--- config.mk ---
export PLATFORM = sky130hd
export DESIGN_NAME = char_lcd_writer_flat
export DESIGN_NICKNAME = d
export VERILOG_FILES = /design/src/rtl/clw_pkg.sv /design/src/rtl/clw_req_if.sv /design/src/rtl/clw_xfer_if.sv /design/src/rtl/clw_ctrl.sv /design/src/rtl/clw_dp.sv /design/src/rtl/char_lcd_writer.sv /design/src/flat_wrapper.sv
export SDC_FILE = /design/constraint.sdc
export NUM_CORES = 1
export LEC_CHECK = 0
export BUFFER_PORTS_ARGS = -buffer_cell sky130_fd_sc_hd__buf_2
export CAP_MARGIN = 0
export CORE_ASPECT_RATIO = 2
export CORE_MARGIN = 1.5
export CORE_UTILIZATION = 63
export CTS_BUF_LIST = sky130_fd_sc_hd__clkbuf_8
export DETAILED_ROUTE_END_ITERATION = 10
export PLACE_DENSITY = 0.83
export SLEW_MARGIN = 20
export SYNTH_ARGS = -nofsm -noshare
export SYNTH_HDL_FRONTEND = slang
export SYNTH_SLANG_ARGS = --single-unit
--- constraint.sdc ---
create_clock -name i_clk -period 5.2 [get_ports i_clk]
set_clock_uncertainty 0.05 [all_clocks]
set_input_delay 0.52 -clock i_clk [delete_from_list [all_inputs] [get_ports i_clk]]
set_output_delay 0.52 -clock i_clk [all_outputs]
set_load 0.005 [all_outputs]
--- src/rtl/clw_pkg.sv ---
// clw_pkg: shared types and constants for the character LCD writer.
// Holds request codes, byte select codes and the controller/datapath structs.
// No dependencies.
package clw_pkg;

    localparam logic [2:0] REQ_INIT  = 3'd0;
    localparam logic [2:0] REQ_CLEAR = 3'd1;
    localparam logic [2:0] REQ_GOTO  = 3'd2;
    localparam logic [2:0] REQ_CHAR  = 3'd3;
    localparam logic [2:0] REQ_HEX   = 3'd4;
    localparam logic [2:0] REQ_BIN   = 3'd5;
    localparam logic [2:0] REQ_DEC   = 3'd6;
    localparam logic [2:0] REQ_GLYPH = 3'd7;

    // byte sources for one transfer
    localparam logic [3:0] BS_02    = 4'd0;
    localparam logic [3:0] BS_28    = 4'd1;
    localparam logic [3:0] BS_38    = 4'd2;
    localparam logic [3:0] BS_0C    = 4'd3;
    localparam logic [3:0] BS_01    = 4'd4;
    localparam logic [3:0] BS_06    = 4'd5;
    localparam logic [3:0] BS_80    = 4'd6;
    localparam logic [3:0] BS_GOTO  = 4'd7;
    localparam logic [3:0] BS_LINE2 = 4'd8;
    localparam logic [3:0] BS_GADDR = 4'd9;
    localparam logic [3:0] BS_ROW   = 4'd10;
    localparam logic [3:0] BS_CHAR  = 4'd11;

    localparam logic [1:0] CUR_HOLD = 2'd0;
    localparam logic [1:0] CUR_ZERO = 2'd1;
    localparam logic [1:0] CUR_GOTO = 2'd2;
    localparam logic [1:0] CUR_INC  = 2'd3;

    localparam int MAX_XFERS = 24;
    localparam int DAB_BITS  = 32;

    typedef struct packed {
        logic       load_req;
        logic       push;
        logic       rs;
        logic       half;
        logic [3:0] sel;
        logic [1:0] cur_op;
        logic       load_ch;
        logic       dab_step;
        logic       emit;
        logic [4:0] step;
    } t_cmd;

    typedef struct packed {
        logic       four_bit;
        logic [3:0] n_chars;
        logic       wrap_top;
        logic       wrap_mid;
        logic       slot_ok;
        logic       emit_done;
    } t_stat;

endpackage

--- src/rtl/clw_req_if.sv ---
// clw_req_if: request channel of the character LCD writer.
// Carries valid, ready and the request fields; no dependencies.
interface clw_req_if;
    logic               valid;
    logic               ready;
    logic [2:0]         req_type;
    logic [7:0]         char_code;
    logic signed [31:0] number;
    logic               line_select;
    logic [3:0]         cell_req;
    logic [3:0]         glyph_slot;
    logic [63:0]        glyph_rows;

    modport source (output valid, req_type, char_code, number, line_select, cell_req,
                    glyph_slot, glyph_rows, input ready);
    modport sink   (input valid, req_type, char_code, number, line_select, cell_req,
                    glyph_slot, glyph_rows, output ready);
endinterface

--- src/rtl/clw_xfer_if.sv ---
// clw_xfer_if: bus transfer channel of the character LCD writer.
// Carries valid, ready and one transfer; no dependencies.
interface clw_xfer_if;
    logic       valid;
    logic       ready;
    logic       reg_select;
    logic [7:0] bus_bits;
    logic       last_transfer;
    logic [5:0] cursor_after;

    modport source (output valid, reg_select, bus_bits, last_transfer, cursor_after,
                    input ready);
    modport sink   (input valid, reg_select, bus_bits, last_transfer, cursor_after,
                     output ready);
endinterface

--- src/rtl/clw_ctrl.sv ---
// clw_ctrl: sequencer of the character LCD writer.
// Walks each request byte by byte and drives the datapath; uses clw_pkg.
module clw_ctrl
    import clw_pkg::*;
(
    input  logic       i_clk,
    input  logic       i_rst_n,
    input  logic       i_req_valid,
    input  logic [2:0] i_req_type,
    input  t_stat      i_stat,
    output logic       o_req_ready,
    output t_cmd       o_cmd
);

    localparam logic [2:0] S_IDLE  = 3'd0;
    localparam logic [2:0] S_BYTES = 3'd1;
    localparam logic [2:0] S_DAB   = 3'd2;
    localparam logic [2:0] S_CHSEL = 3'd3;
    localparam logic [2:0] S_WRAP  = 3'd4;
    localparam logic [2:0] S_DATA  = 3'd5;
    localparam logic [2:0] S_EMIT  = 3'd6;

    logic [2:0] r_state, n_state;
    logic [4:0] r_step, n_step;
    logic       r_half, n_half;
    logic [2:0] r_kind, n_kind;
    logic       byte_fin;
    logic       last_byte;
    logic [3:0] script_sel;

    assign byte_fin    = !i_stat.four_bit || r_half;
    assign o_req_ready = (r_state == S_IDLE);

    always_comb begin
        script_sel = BS_01;
        last_byte  = 1'b1;
        case (r_kind)
            REQ_INIT: begin
                if (i_stat.four_bit) begin
                    last_byte = (r_step == 5'd4);
                    case (r_step)
                        5'd0:    script_sel = BS_02;
                        5'd1:    script_sel = BS_28;
                        5'd2:    script_sel = BS_0C;
                        5'd3:    script_sel = BS_01;
                        default: script_sel = BS_06;
                    endcase
                end else begin
                    last_byte = (r_step == 5'd3);
                    case (r_step)
                        5'd0:    script_sel = BS_38;
                        5'd1:    script_sel = BS_0C;
                        5'd2:    script_sel = BS_01;
                        default: script_sel = BS_06;
                    endcase
                end
            end
            REQ_GOTO: script_sel = BS_GOTO;
            REQ_GLYPH: begin
                last_byte = (r_step == 5'd9);
                if (r_step == 5'd0) begin
                    script_sel = BS_GADDR;
                end else if (r_step == 5'd9) begin
                    script_sel = BS_80;
                end else begin
                    script_sel = BS_ROW;
                end
            end
            default: script_sel = BS_01;
        endcase
    end

    always_comb begin
        n_state = r_state;
        n_step  = r_step;
        n_half  = r_half;
        n_kind  = r_kind;
        o_cmd   = '0;
        o_cmd.step = r_step;
        case (r_state)
            S_IDLE: begin
                if (i_req_valid) begin
                    o_cmd.load_req = 1'b1;
                    n_kind = i_req_type;
                    n_step = '0;
                    n_half = 1'b0;
                    case (i_req_type)
                        REQ_CHAR, REQ_HEX, REQ_BIN: n_state = S_CHSEL;
                        REQ_DEC:                    n_state = S_DAB;
                        default:                    n_state = S_BYTES;
                    endcase
                end
            end
            S_BYTES: begin
                if (r_kind == REQ_GLYPH && !i_stat.slot_ok) begin
                    n_state = S_EMIT;
                end else begin
                    o_cmd.push = 1'b1;
                    o_cmd.half = r_half;
                    o_cmd.sel  = script_sel;
                    o_cmd.rs   = (script_sel == BS_ROW);
                    n_half     = i_stat.four_bit && !r_half;
                    if (byte_fin) begin
                        if (last_byte) begin
                            o_cmd.cur_op = (r_kind == REQ_GOTO) ? CUR_GOTO : CUR_ZERO;
                            n_state = S_EMIT;
                        end else begin
                            n_step = r_step + 5'd1;
                        end
                    end
                end
            end
            S_DAB: begin
                o_cmd.dab_step = 1'b1;
                if (r_step == 5'(DAB_BITS - 1)) begin
                    n_step  = '0;
                    n_state = S_CHSEL;
                end else begin
                    n_step = r_step + 5'd1;
                end
            end
            S_CHSEL: begin
                o_cmd.load_ch = 1'b1;
                n_state = S_WRAP;
            end
            S_WRAP: begin
                if (i_stat.wrap_top || i_stat.wrap_mid) begin
                    o_cmd.push = 1'b1;
                    o_cmd.half = r_half;
                    o_cmd.sel  = i_stat.wrap_top ? BS_80 : BS_LINE2;
                    n_half     = i_stat.four_bit && !r_half;
                    if (byte_fin) begin
                        o_cmd.cur_op = i_stat.wrap_top ? CUR_ZERO : CUR_HOLD;
                        n_state = S_DATA;
                    end
                end else begin
                    n_state = S_DATA;
                end
            end
            S_DATA: begin
                o_cmd.push = 1'b1;
                o_cmd.rs   = 1'b1;
                o_cmd.half = r_half;
                o_cmd.sel  = BS_CHAR;
                n_half     = i_stat.four_bit && !r_half;
                if (byte_fin) begin
                    o_cmd.cur_op = CUR_INC;
                    if (r_step + 5'd1 == {1'b0, i_stat.n_chars}) begin
                        n_state = S_EMIT;
                    end else begin
                        n_step  = r_step + 5'd1;
                        n_state = S_CHSEL;
                    end
                end
            end
            S_EMIT: begin
                o_cmd.emit = 1'b1;
                if (i_stat.emit_done) begin
                    n_state = S_IDLE;
                end
            end
            default: n_state = S_IDLE;
        endcase
    end

    always_ff @(posedge i_clk) begin
        if (!i_rst_n) begin
            r_state <= S_IDLE;
            r_step  <= '0;
            r_half  <= 1'b0;
            r_kind  <= REQ_INIT;
        end else begin
            r_state <= n_state;
            r_step  <= n_step;
            r_half  <= n_half;
            r_kind  <= n_kind;
        end
    end

endmodule

--- src/rtl/clw_dp.sv ---
// clw_dp: datapath of the character LCD writer.
// Request capture, cursor, decimal conversion, transfer buffer and output
// register; uses clw_pkg.
module clw_dp
    import clw_pkg::*;
#(
    parameter int CELLS_PER_LINE = 16
)
(
    input  logic        i_clk,
    input  logic        i_rst_n,
    input  logic        i_cfg_we,
    input  logic        i_cfg_wdata,
    input  logic [2:0]  i_req_type,
    input  logic [7:0]  i_char_code,
    input  logic [31:0] i_number,
    input  logic        i_line_select,
    input  logic [3:0]  i_cell_req,
    input  logic [3:0]  i_glyph_slot,
    input  logic [63:0] i_glyph_rows,
    input  t_cmd        i_cmd,
    output t_stat       o_stat,
    output logic        o_valid,
    input  logic        i_ready,
    output logic        o_reg_select,
    output logic [7:0]  o_bus_bits,
    output logic        o_last_transfer,
    output logic [5:0]  o_cursor_after
);

    logic        r_four;
    logic [5:0]  r_cursor;
    logic [2:0]  r_type;
    logic [7:0]  r_char;
    logic        r_neg;
    logic        r_line;
    logic [3:0]  r_cell;
    logic [3:0]  r_slot;
    logic [63:0] r_rows;
    logic [31:0] r_bin;
    logic [39:0] r_bcd;
    logic [7:0]  r_ch;
    logic [8:0]  r_buf [MAX_XFERS];
    logic [4:0]  r_cnt;
    logic [4:0]  r_idx;
    logic        r_ovalid;
    logic [8:0]  r_out;
    logic        r_olast;
    logic [5:0]  r_ocur;

    logic [7:0]  cur_byte;
    logic [7:0]  push_bits;
    logic [39:0] bcd_adj;
    logic [3:0]  nd;
    logic [3:0]  dig_idx;
    logic [3:0]  dig;
    logic [7:0]  ch_sel;
    logic [3:0]  char_cnt;
    logic [2:0]  row;
    logic [63:0] rows_sh;
    logic [6:0]  goto_pos;
    logic        out_load;

    function automatic logic [7:0] hex_char(input logic [3:0] v);
        hex_char = (v < 4'd10) ? (8'h30 + {4'h0, v}) : (8'h41 + {4'h0, v} - 8'd10);
    endfunction

    assign row      = 3'(i_cmd.step - 5'd1);
    assign rows_sh  = r_rows >> {row, 3'b000};
    assign goto_pos = (r_line ? 7'(CELLS_PER_LINE) : 7'd0) + {3'b000, r_cell};

    always_comb begin
        case (i_cmd.sel)
            BS_02:    cur_byte = 8'h02;
            BS_28:    cur_byte = 8'h28;
            BS_38:    cur_byte = 8'h38;
            BS_0C:    cur_byte = 8'h0C;
            BS_01:    cur_byte = 8'h01;
            BS_06:    cur_byte = 8'h06;
            BS_80:    cur_byte = 8'h80;
            BS_GOTO:  cur_byte = 8'h80 + (r_line ? 8'h40 : 8'h00) + {4'h0, r_cell};
            BS_LINE2: cur_byte = 8'hC0;
            BS_GADDR: cur_byte = 8'h40 + {1'b0, r_slot[2:0], 3'b000};
            BS_ROW:   cur_byte = rows_sh[7:0];
            BS_CHAR:  cur_byte = r_ch;
            default:  cur_byte = 8'h00;
        endcase
        if (!r_four) begin
            push_bits = cur_byte;
        end else if (i_cmd.half) begin
            push_bits = {4'h0, cur_byte[3:0]};
        end else begin
            push_bits = {4'h0, cur_byte[7:4]};
        end
    end

    // double-dabble adjust before each shift
    always_comb begin
        for (int i = 0; i < 10; i++) begin
            bcd_adj[4*i +: 4] = (r_bcd[4*i +: 4] >= 4'd5) ? r_bcd[4*i +: 4] + 4'd3
                                                           : r_bcd[4*i +: 4];
        end
    end

    always_comb begin
        nd = 4'd1;
        for (int i = 1; i < 10; i++) begin
            if (r_bcd[4*i +: 4] != 4'd0) begin
                nd = 4'(i + 1);
            end
        end
        dig_idx = r_neg ? (nd - i_cmd.step[3:0]) : (nd - 4'd1 - i_cmd.step[3:0]);
        dig = 4'd0;
        for (int i = 0; i < 10; i++) begin
            if (dig_idx == 4'(i)) begin
                dig = r_bcd[4*i +: 4];
            end
        end
    end

    always_comb begin
        case (r_type)
            REQ_HEX: begin
                char_cnt = 4'd2;
                ch_sel = hex_char(i_cmd.step[0] ? r_bin[3:0] : r_bin[7:4]);
            end
            REQ_BIN: begin
                char_cnt = 4'd8;
                ch_sel = 8'h30 + {7'd0, r_bin[3'd7 - i_cmd.step[2:0]]};
            end
            REQ_DEC: begin
                char_cnt = nd + {3'd0, r_neg};
                ch_sel = (r_neg && i_cmd.step == 5'd0) ? 8'h2D : (8'h30 + {4'h0, dig});
            end
            default: begin
                char_cnt = 4'd1;
                ch_sel = r_char;
            end
        endcase
    end

    assign o_stat.n_chars   = char_cnt;
    assign o_stat.four_bit  = r_four;
    assign o_stat.wrap_top  = ({1'b0, r_cursor} >= 7'(2 * CELLS_PER_LINE));
    assign o_stat.wrap_mid  = ({1'b0, r_cursor} == 7'(CELLS_PER_LINE));
    assign o_stat.slot_ok   = !r_slot[3];
    assign o_stat.emit_done = (r_idx == r_cnt);

    assign out_load = i_cmd.emit && (r_idx != r_cnt) && (!r_ovalid || i_ready);

    always_ff @(posedge i_clk) begin
        if (!i_rst_n) begin
            r_four   <= 1'b1;
            r_cursor <= '0;
            r_cnt    <= '0;
            r_idx    <= '0;
            r_ovalid <= 1'b0;
        end else begin
            if (i_cfg_we) begin
                r_four <= i_cfg_wdata;
            end
            case (i_cmd.cur_op)
                CUR_ZERO: r_cursor <= '0;
                CUR_GOTO: r_cursor <= goto_pos[5:0];
                CUR_INC:  r_cursor <= r_cursor + 6'd1;
                default:  r_cursor <= r_cursor;
            endcase
            if (i_cmd.load_req) begin
                r_cnt <= '0;
                r_idx <= '0;
            end else begin
                if (i_cmd.push && r_cnt != 5'(MAX_XFERS)) begin
                    r_cnt <= r_cnt + 5'd1;
                end
                if (out_load) begin
                    r_idx <= r_idx + 5'd1;
                end
            end
            if (out_load) begin
                r_ovalid <= 1'b1;
            end else if (i_ready) begin
                r_ovalid <= 1'b0;
            end
        end
    end

    always_ff @(posedge i_clk) begin
        if (i_cmd.load_req) begin
            r_type <= i_req_type;
            r_char <= i_char_code;
            r_neg  <= i_number[31];
            r_line <= i_line_select;
            r_cell <= i_cell_req;
            r_slot <= i_glyph_slot;
            r_rows <= i_glyph_rows;
            r_bcd  <= '0;
            // low byte serves hex and binary; decimal uses the magnitude
            r_bin  <= (i_req_type == REQ_DEC && i_number[31]) ? (32'd0 - i_number)
                                                              : i_number;
        end else if (i_cmd.dab_step) begin
            {r_bcd, r_bin} <= {bcd_adj[38:0], r_bin, 1'b0};
        end
        if (i_cmd.load_ch) begin
            r_ch <= ch_sel;
        end
        if (i_cmd.push && r_cnt != 5'(MAX_XFERS)) begin
            r_buf[r_cnt] <= {i_cmd.rs, push_bits};
        end
        if (out_load) begin
            r_out   <= r_buf[r_idx];
            r_olast <= (r_idx + 5'd1 == r_cnt);
            r_ocur  <= r_cursor;
        end
    end

    assign o_valid         = r_ovalid;
    assign o_reg_select    = r_out[8];
    assign o_bus_bits      = r_out[7:0];
    assign o_last_transfer = r_olast;
    assign o_cursor_after  = r_ocur;

endmodule

--- src/rtl/char_lcd_writer.sv ---
// char_lcd_writer: request front end for a two-line character LCD.
// Instantiates clw_ctrl and clw_dp; uses clw_pkg, clw_req_if and clw_xfer_if.
//
// Usage: i_req carries one request (init, clear, goto, char, hex, binary,
// decimal, glyph define) per transaction. o_xfer carries one LCD bus transfer
// per transaction: register select, bus bits (a nibble in bits 3..0 in 4-bit
// mode), a last flag on the final transfer of the request and the cursor as it
// stands after the whole request. i_cfg_we/i_cfg_wdata write four_bit_mode;
// the user must do so only while the block is idle; the block does not enforce it.
// A request is first expanded into an internal buffer of up to 24 transfers,
// at most one transfer per cycle, and then played out one transfer per cycle as
// the receiver takes them. Each printed character is picked, then preceded by a
// cursor move where the line wraps, then written; a decimal request first runs
// the binary to BCD shift loop over all 32 bits. An out-of-range glyph slot
// yields no transfers. The next request is taken once the sequencer returns to
// idle after the last transfer is loaded into the output register.
// Reset (synchronous, active low) selects 4-bit mode and homes the cursor.
// A stalled receiver holds the output register; the block waits for it.
module char_lcd_writer
    import clw_pkg::*;
#(
    parameter int CELLS_PER_LINE = 16
)
(
    input  logic      i_clk,
    input  logic      i_rst_n,
    input  logic      i_cfg_we,
    input  logic      i_cfg_wdata,
    clw_req_if.sink   i_req,
    clw_xfer_if.source o_xfer
);

    t_cmd  cmd;
    t_stat stat;

    clw_ctrl u_ctrl (
        .i_clk       (i_clk),
        .i_rst_n     (i_rst_n),
        .i_req_valid (i_req.valid),
        .i_req_type  (i_req.req_type),
        .i_stat      (stat),
        .o_req_ready (i_req.ready),
        .o_cmd       (cmd)
    );

    clw_dp #(
        .CELLS_PER_LINE (CELLS_PER_LINE)
    ) u_dp (
        .i_clk           (i_clk),
        .i_rst_n         (i_rst_n),
        .i_cfg_we        (i_cfg_we),
        .i_cfg_wdata     (i_cfg_wdata),
        .i_req_type      (i_req.req_type),
        .i_char_code     (i_req.char_code),
        .i_number        (i_req.number),
        .i_line_select   (i_req.line_select),
        .i_cell_req      (i_req.cell_req),
        .i_glyph_slot    (i_req.glyph_slot),
        .i_glyph_rows    (i_req.glyph_rows),
        .i_cmd           (cmd),
        .o_stat          (stat),
        .o_valid         (o_xfer.valid),
        .i_ready         (o_xfer.ready),
        .o_reg_select    (o_xfer.reg_select),
        .o_bus_bits      (o_xfer.bus_bits),
        .o_last_transfer (o_xfer.last_transfer),
        .o_cursor_after  (o_xfer.cursor_after)
    );

endmodule

--- src/flat_wrapper.sv ---
// flat-port wrapper written by rule: the top's interface ports become plain ports
module char_lcd_writer_flat import clw_pkg::*;
#(
    parameter int CELLS_PER_LINE = 16
)
  (i_clk, i_rst_n, i_cfg_we, i_cfg_wdata, i_req_valid, i_req_req_type, i_req_char_code, i_req_number, i_req_line_select, i_req_cell_req, i_req_glyph_slot, i_req_glyph_rows, i_req_ready, o_xfer_valid, o_xfer_reg_select, o_xfer_bus_bits, o_xfer_last_transfer, o_xfer_cursor_after, o_xfer_ready);
  clw_req_if i_req_i ();
  clw_xfer_if o_xfer_i ();
  input  logic i_clk;
  input  logic i_rst_n;
  input  logic i_cfg_we;
  input  logic i_cfg_wdata;
  input wire logic [$bits(i_req_i.valid)-1:0] i_req_valid;
  input wire logic [$bits(i_req_i.req_type)-1:0] i_req_req_type;
  input wire logic [$bits(i_req_i.char_code)-1:0] i_req_char_code;
  input wire logic [$bits(i_req_i.number)-1:0] i_req_number;
  input wire logic [$bits(i_req_i.line_select)-1:0] i_req_line_select;
  input wire logic [$bits(i_req_i.cell_req)-1:0] i_req_cell_req;
  input wire logic [$bits(i_req_i.glyph_slot)-1:0] i_req_glyph_slot;
  input wire logic [$bits(i_req_i.glyph_rows)-1:0] i_req_glyph_rows;
  output wire logic [$bits(i_req_i.ready)-1:0] i_req_ready;
  output wire logic [$bits(o_xfer_i.valid)-1:0] o_xfer_valid;
  output wire logic [$bits(o_xfer_i.reg_select)-1:0] o_xfer_reg_select;
  output wire logic [$bits(o_xfer_i.bus_bits)-1:0] o_xfer_bus_bits;
  output wire logic [$bits(o_xfer_i.last_transfer)-1:0] o_xfer_last_transfer;
  output wire logic [$bits(o_xfer_i.cursor_after)-1:0] o_xfer_cursor_after;
  input wire logic [$bits(o_xfer_i.ready)-1:0] o_xfer_ready;
  assign i_req_i.valid = i_req_valid;
  assign i_req_i.req_type = i_req_req_type;
  assign i_req_i.char_code = i_req_char_code;
  assign i_req_i.number = i_req_number;
  assign i_req_i.line_select = i_req_line_select;
  assign i_req_i.cell_req = i_req_cell_req;
  assign i_req_i.glyph_slot = i_req_glyph_slot;
  assign i_req_i.glyph_rows = i_req_glyph_rows;
  assign i_req_ready = i_req_i.ready;
  assign o_xfer_valid = o_xfer_i.valid;
  assign o_xfer_reg_select = o_xfer_i.reg_select;
  assign o_xfer_bus_bits = o_xfer_i.bus_bits;
  assign o_xfer_last_transfer = o_xfer_i.last_transfer;
  assign o_xfer_cursor_after = o_xfer_i.cursor_after;
  assign o_xfer_i.ready = o_xfer_ready;
  char_lcd_writer #(.CELLS_PER_LINE(CELLS_PER_LINE)) u_core (.i_clk(i_clk), .i_rst_n(i_rst_n), .i_cfg_we(i_cfg_we), .i_cfg_wdata(i_cfg_wdata), .i_req(i_req_i), .o_xfer(o_xfer_i));
endmodule
After elaboration in Yosys (flattened, before gate mapping)
Memory sizes are Yosys's and may differ from the RTL's. A register that Yosys moved wholly into a read port is not among the register bits.
Cells that the tools add are included.
- memories kept: 1
- register bits after elaboration: 202
- RAM bits: 216
- latch bits: 0
- memory bits (read-only): 0
- reductions and logical operators: 38
- $lt $le $gt $ge: 13
- bitwise logic cells: 1
- divide/modulo/power cells: 0
- shifts and indexed selects: 1
- equal/unequal tests: 63
- $add $sub $neg: 30
- mux-type cells: 100
- multiply operators: 0
- memories (memory ; depth ; width ; read ports ; clocked after Yosys merged registers in ; write ports ; RTL line ; RTL):
    u_core.u_dp.r_buf ; 24 ; 9 ; 1 ; 1 ; 1 ; clw_dp.sv:43 ; logic [8:0] r_buf [MAX_XFERS];
- operators with widths (cell ; count):
    two-way mux 4 bit ; 34
    two-way mux 32 bit ; 3
    one-hot mux 8 bit (12 select lines) ; 1
    >> shifter 64 x 6 -> 8 bit ; 1
    nonzero test 4 bit ; 11
    >= comparator 4 x 3 -> 1 bit (second input constant) ; 10
    two-way mux 5 bit ; 8
    adder 4 x 2 -> 4 bit (second input constant) ; 9
    two-way mux 3 bit ; 11
    == test 4 x 3 -> 1 bit (second input constant) ; 8
    subtractor 1 x 32 -> 32 bit (first input constant) ; 1
    == test 3 bit (second input constant) ; 10
    == test 4 bit (second input constant) ; 7
    one-hot mux 4 bit (3 select lines) ; 2
    one-hot mux 8 bit (3 select lines) ; 1
    two-way mux 7 bit ; 3
    one-hot mux 3 bit (7 select lines) ; 1
    one-hot mux 7 bit (3 select lines) ; 1
    one-hot mux 5 bit (4 select lines) ; 1
    one-hot mux 6 bit (3 select lines) ; 1
    two-way mux 1 bit ; 17
    == test 4 x 2 -> 1 bit (second input constant) ; 4
    two-way mux 8 bit ; 2
    != test 2 bit (second input constant) ; 8
    59 further kinds ; 91

Depth between registers and ports, before layout
- depth in word-level cells: 27
- mapped depth: 19

By module
A second synthesis with hierarchy kept.
- cell total of the unflattened synthesis: 1524
- area, all modules: 20140.6 um^2
- by module, submodules not included (module ; area an instance (um^2) ; sequential area each (um^2) ; cells each ; instances):
    clw_dp ; 18913.1 ; 11881.4 ; 1361 ; 1
    clw_ctrl ; 1227.4 ; 240.2 ; 163 ; 1

Least setup slack after synthesis
Ideal clock, no wire load.
- path type: register -> register
- start point: reg u_core.u_ctrl.r_state[2]
- end point: reg u_core.u_dp.r_cell[0] (enable)
- cell stages (with the launch flop): 8
- arrival: 3959 ps
- slack: 708 ps
- period minus slack after synthesis: 4492 ps
- setup time: 482 ps
- cells stage by stage: dfxtp_1 -> clkbuf_1 -> or2_2 -> nor2_1 -> nand2_1 -> clkbuf_1 -> inv_2 -> buf_1
- RTL lines (what ; RTL line ; RTL):
    from (decl) ; clw_ctrl.sv:23 ; logic [2:0] r_state, n_state;
    from (signal assigned) ; clw_ctrl.sv:173 ; r_state <= n_state;
    to (signal assigned) ; clw_dp.sv:193 ; r_cell <= i_cell_req;
    to (decl) ; clw_dp.sv:37 ; logic [3:0] r_cell;

Worst setup path in the final report
- start point: reg u_core.u_dp.r_bcd[17]
- end point: reg u_core.u_dp.r_ch[2] (data pin)
- cells in the longest elaborated chain, start to end: 24
- RTL lines (what ; RTL line ; RTL):
    from (decl) ; clw_dp.sv:41 ; logic [39:0] r_bcd;
    from (signal assigned) ; clw_dp.sv:201 ; {r_bcd, r_bin} <= {bcd_adj[38:0], r_bin, 1'b0};
    nonzero test 4 bit ; clw_dp.sv:108 ; if (r_bcd[4*i +: 4] != 4'd0) begin
    two-way mux 4 bit (6 in a row) ; clw_dp.sv:108 ;
    subtractor 4 x 1 -> 4 bit ; clw_dp.sv:112 ; dig_idx = r_neg ? (nd - i_cmd.step[3:0]) : (nd - 4'd1 - i_cmd.step[3:0]);
    subtractor 4 bit ; clw_dp.sv:112 ;
    two-way mux 4 bit ; clw_dp.sv:112 ;
    zero test 4 bit ; clw_dp.sv:115 ; if (dig_idx == 4'(i)) begin
    two-way mux 4 bit (9 in a row) ; clw_dp.sv:115 ;
    two-way mux 4 bit (*) ; clw_dp.sv:115 ;
    adder 6 x 4 -> 7 bit (*) ; clw_dp.sv:133 ; ch_sel = (r_neg && i_cmd.step == 5'd0) ? 8'h2D : (8'h30 + {4'h0, dig});
    two-way mux 7 bit (*) ; clw_dp.sv:133 ;
    one-hot mux 8 bit (3 select lines) (*) ; clw_dp.sv:122 ; case (r_type)
    via u_core.u_dp.ch_sel[2] ; clw_dp.sv:57 ; logic [7:0] ch_sel;
    to (signal assigned) ; clw_dp.sv:204 ; r_ch <= ch_sel;
    to (decl) ; clw_dp.sv:42 ; logic [7:0] r_ch;
The timed path passes the listed nets; every way through them passes the cells marked *.
A chain may end at the register's enable or synchronous reset.

==> key figures <==
Worst setup path
  – Worst Path Buf+Inv: 3
  – Cell Chain, Critical Path: inv_1 -> ha_1 -> nor3b_1 -> nor2b_1 -> a21boi_0 -> o21ai_0 -> inv_1 -> fa_1 -> o21ai_0 -> buf_4 -> mux2_2 -> a221o_1 -> o21ai_0 -> mux2i_1 -> a211oi_1 -> a21oi_1
  – CP delay by family, top: compound AO/OA/AOI/OAI gates
  – Worst Setup Start Kind: register
  – Worst path max stage delay: between 0.4 and 0.5 ns
  – Worst EP required: 5.51 ns
  – CP endpoint kind: register
  – Critical path type: register to register
  – CP max FO: 13
  – CP Data Arrival Time: 4.63 ns
  – Most frequent CP cell: o21ai_0
  – Crit path max-delay cell type: o21ai_0

GRT
  – GR Util All Layers: 32.8%
  – Met1 usage: between 30% and 40%
  – Global routing's busiest layer: met2
  – Met3 Track Usage GR: 4.74%
  – Largest net degree at the start of global routing: 67
  – Initial antenna violation count: 3
  – Grt ovf: 0
  – Vias in the first global route: ~14000
  – First-pass GRT wire length: 78700 µm
  – Met2 Use GR: 62.9%

Final layout
  – Area grow syn2layout: 15.0%
  – Final #Nets: 1872
  – Ratio of cells with drive above 1 in the final layout: roughly a fifth

Power
  – Pwr Density: between 400 and 500 nW/µm²
  – Leak: 7.96 nW
  – Net Sw Frac: 32.6%
  – Net switching power: 3.14 mW
  – Int Power: 6.50 mW
  – Max VDD drop: between 0.3 and 0.4 mV
  – Clock power frac: between 20% and 30%
  – Reg power frac: 48.0%
  – Comb power frac: 24.7%

Clock tree
  – Post-CTS setup buffer count: 0
  – CTS Buffer Depth: 3
  – CTS Buf Count: 55
  – Root Buffer: clkbuf_8
  – Clock sink count: around 430
  – Clk Latency, worst-skew pair: around 0.65 ns
  – Worst-path clk slew: 0.09 ns
  – H-tree levels: 2
  – CTS tree: yes

Floorplanning
  – Die X: 129 µm
  – Die Ht: between 200 and 300 µm
  – Core footprint: 31000 µm²
  – Initial Util: roughly 64%
  – # IOs: 140
  – Row count: 91
  – Die area: ~33000 µm²

Timing
  – Hold violation count in the final report: 0
  – Worst slew pin tran: 1.23 ns
  – Highest clock rate: 0.231 GHz
  – Shortest period the worst path allows: about 4.3 ns
  – Slew HR: 17.4%
  – Fin. max-slew vios: 0
  – Tcrit/Tclk final: around 83%
  – RSZ-0062 raised after global routing: no
  – # setup viols final: 0
  – Final setup margin: 0.878 ns
  – Setup TNS: 0 ns

Yosys
  – Post-synthesis mux area share: 11.7%
  – Syn_nets: 1655
  – Main area contributors after synthesis: edfxtp_1, mux4_2, dfxtp_1, ha_1, nor2_1
  – Area share of the largest cell type after synthesis: 54.0%
  – Post-synth top area cell: edfxtp_1
  – Seq/Total Area, Yosys: 61.0%
  – YS warnings: 0
  – Main combinational cell family by area after synthesis: multiplexers
  – Post-Syn Area: 19900 µm²
  – #FFs+latches synth: about 430
  – Synth Area in Simple Gates: 10.4%
  – Unique masters post-synth: 78
  – Ys flop type: edfxtp_1
  – Synth Area in Adders: 2.85%
  – Post-synthesis compound-gate area fraction: ~8.4%
  – Fraction of registers with async set or reset after synthesis: 0%
  – Synth Area in XOR/XNOR: 3.39%
  – Post-synth EDFFs: about 360
  – Mapped Cells: 1489
  – Avg Cell Area, Syn: 13.3 µm²

Placed design
  – Number of buffers added on ports: 139
  – GPL Wtd Cong: 0.955
  – Post-DP HPWL: 35200 µm
  – DP Worst Slack: 0.922 ns

Outcome
  – Status: complete, no violations

Routing
  – Via density: 6.29
  – WL per Instance: 24.1 µm
  – DRT Wirelength: 52300 µm
  – Antenna viol nets, final: 0
  – Initial drt markers: 1052
  – Vias post-DR: 13671
  – DRC violations left: 0
  – First drt pass iteration count: 5

Hold path
  – Type of the tightest min-delay check: input port to register

Flow run
  – Max capacitance violation total: 0
-- metal layers --
layer	share of wire (%)	up-vias
met2	56	683
met4	8.6	0
met3	5.2	246
li1	-	6086
met5	0	-
met1	30	6656
-- cells in the mapped netlist, types with 5 or more instances --
| library cell | instances |
|---|---|
| nand3_1 | 50 |
| nor2_1 | 136 |
| nor4_1 | 6 |
| o211ai_1 | 10 |
| buf_1 | 5 |
| dfxtp_1 | 70 |
| inv_1 | 45 |
| edfxtp_1 | 357 |
| mux2i_1 | 34 |
| clkbuf_1 | 51 |
| and3_1 | 8 |
| nor3_1 | 19 |
| nor2b_1 | 12 |
| nand2_1 | 120 |
| nor3b_1 | 9 |
| mux4_2 | 86 |
| a21boi_0 | 7 |
| xnor2_1 | 42 |
| o31ai_1 | 10 |
| and2_1 | 10 |
| xor2_1 | 33 |
| buf_2 | 13 |
| o21ai_0 | 90 |
| nand4_1 | 11 |
| a22oi_1 | 7 |
| o32ai_1 | 10 |
| a31oi_1 | 7 |
| a21oi_1 | 90 |
| ha_1 | 42 |
| nand2b_1 | 22 |
-- what timing repair did --
item | in CTS | in global routing
hold buffers | 63 | 1
hold endpoints to repair | 63 | 1
resized for setup | 0 | 0
-- worst paths after layout --
| kind | from | endpoint | slack (ns) | cells after the start |
|---|---|---|---|---|
| worst max register to register | u_core.u_dp.r_bcd[17]$_SDFFE_PP0P_ | u_core.u_dp.r_ch[2]$_DFFE_PP_ | 0.88 | 16 |
| worst min register to register | u_core.u_dp.o_valid$_SDFFE_PN0P_ | u_core.u_dp.o_valid$_SDFFE_PN0P_ | 0.46 | 2 |
| worst max-delay path | u_core.u_dp.r_bcd[17]$_SDFFE_PP0P_ | u_core.u_dp.r_ch[2]$_DFFE_PP_ | 0.88 | 16 |
| worst min-delay path | i_req_glyph_rows[25] | u_core.u_dp.r_rows[25]$_DFFE_PP_ | 0.01 | 1 |
-- placed cells by master, fill, tap and decap left out, types with 22 or more instances in the layout --
cell type,n
edfxtp_1,357
buf_2,139
nor2_1,132
nand2_1,119
o21ai_0,90
a21oi_1,90
mux4_2,86
inv_1,67
dfxtp_1,67
dlygate4sd3_1,64
clkbuf_8,57
nand3_1,50
xnor2_1,42
ha_1,42
mux2i_1,34
xor2_1,33
buf_4,27
nand2b_1,22
-- area by class of cell --
class / instances / area [µm²]
clock buffers: 57 / 785
inverters: 46 / 175
flip-flops and latches: 427 / 12100
well taps: 418 / 523
clock inverters: 47 / 373
multi-input cells: 946 / 7300
fillers: 2015 / 8140
repair buffers: 230 / 1540
diodes: 4 / 10.0
-- kinds of logic after synthesis --
kind of cell             Yosys count
adder cells (fa/ha/maj)           44
AO/OA/AOI/OAI                    270
multiplexers                     123
XOR/XNOR                          76
AND/OR/NAND/NOR                  433
flip-flops                       427
buffers and inverters            116
-- registers in the layout, summed over array words and instances, names as in the netlist, 4 cells and up --
signal	count
u_core.u_dp.o_cursor_after	6
u_core.u_dp.r_cell	4
u_core.u_dp.r_bcd	40
u_core.u_dp.r_rows	64
u_core.u_dp.r_idx	5
u_core.u_dp.r_ch	8
u_core.u_dp.r_cursor	6
u_core.u_dp.r_char	8
u_core.u_ctrl.r_step	5
u_core.u_dp.r_bin	32
u_core.u_dp.r_out	9
u_core.u_dp.r_buf	216
u_core.u_dp.r_cnt	5
u_core.u_dp.r_slot	4
-- stage by stage --
| stage | util, % | cells | cell area [µm²] | total power, mW | hold WS, ns |
|---|---|---|---|---|---|
| final | 73.7 | 2175 | 22800 | 9.64 | 0.0129 |
| after global routing | 73.7 | 2175 | 22800 | 9.98 | 0.00264 |
| after CTS | 73.6 | 2170 | 22800 | 9.49 | 0.000293 |
| after detailed placement | 67.8 | 2003 | 21000 | 6.90 | 0.446 |
| after global placement | 67.8 | 2003 | 21000 | 6.82 | 0.432 |
| after floorplan | - | 1489 | 19900 | 6.16 | 0.421 |
-- power by group through the flow --
| stage | clock network (mW) | logic (mW) | registers, mW |
|---|---|---|---|
| after floorplan | 0 | 1.62 | 4.54 |
| after global placement | 0 | 2.20 | 4.62 |
| after detailed placement | 0 | 2.25 | 4.65 |
| after CTS | 2.61 | 2.30 | 4.57 |
| after global routing | 2.76 | 2.57 | 4.65 |
| final | 2.63 | 2.38 | 4.63 |
Power figures use the tool's default switching activity.
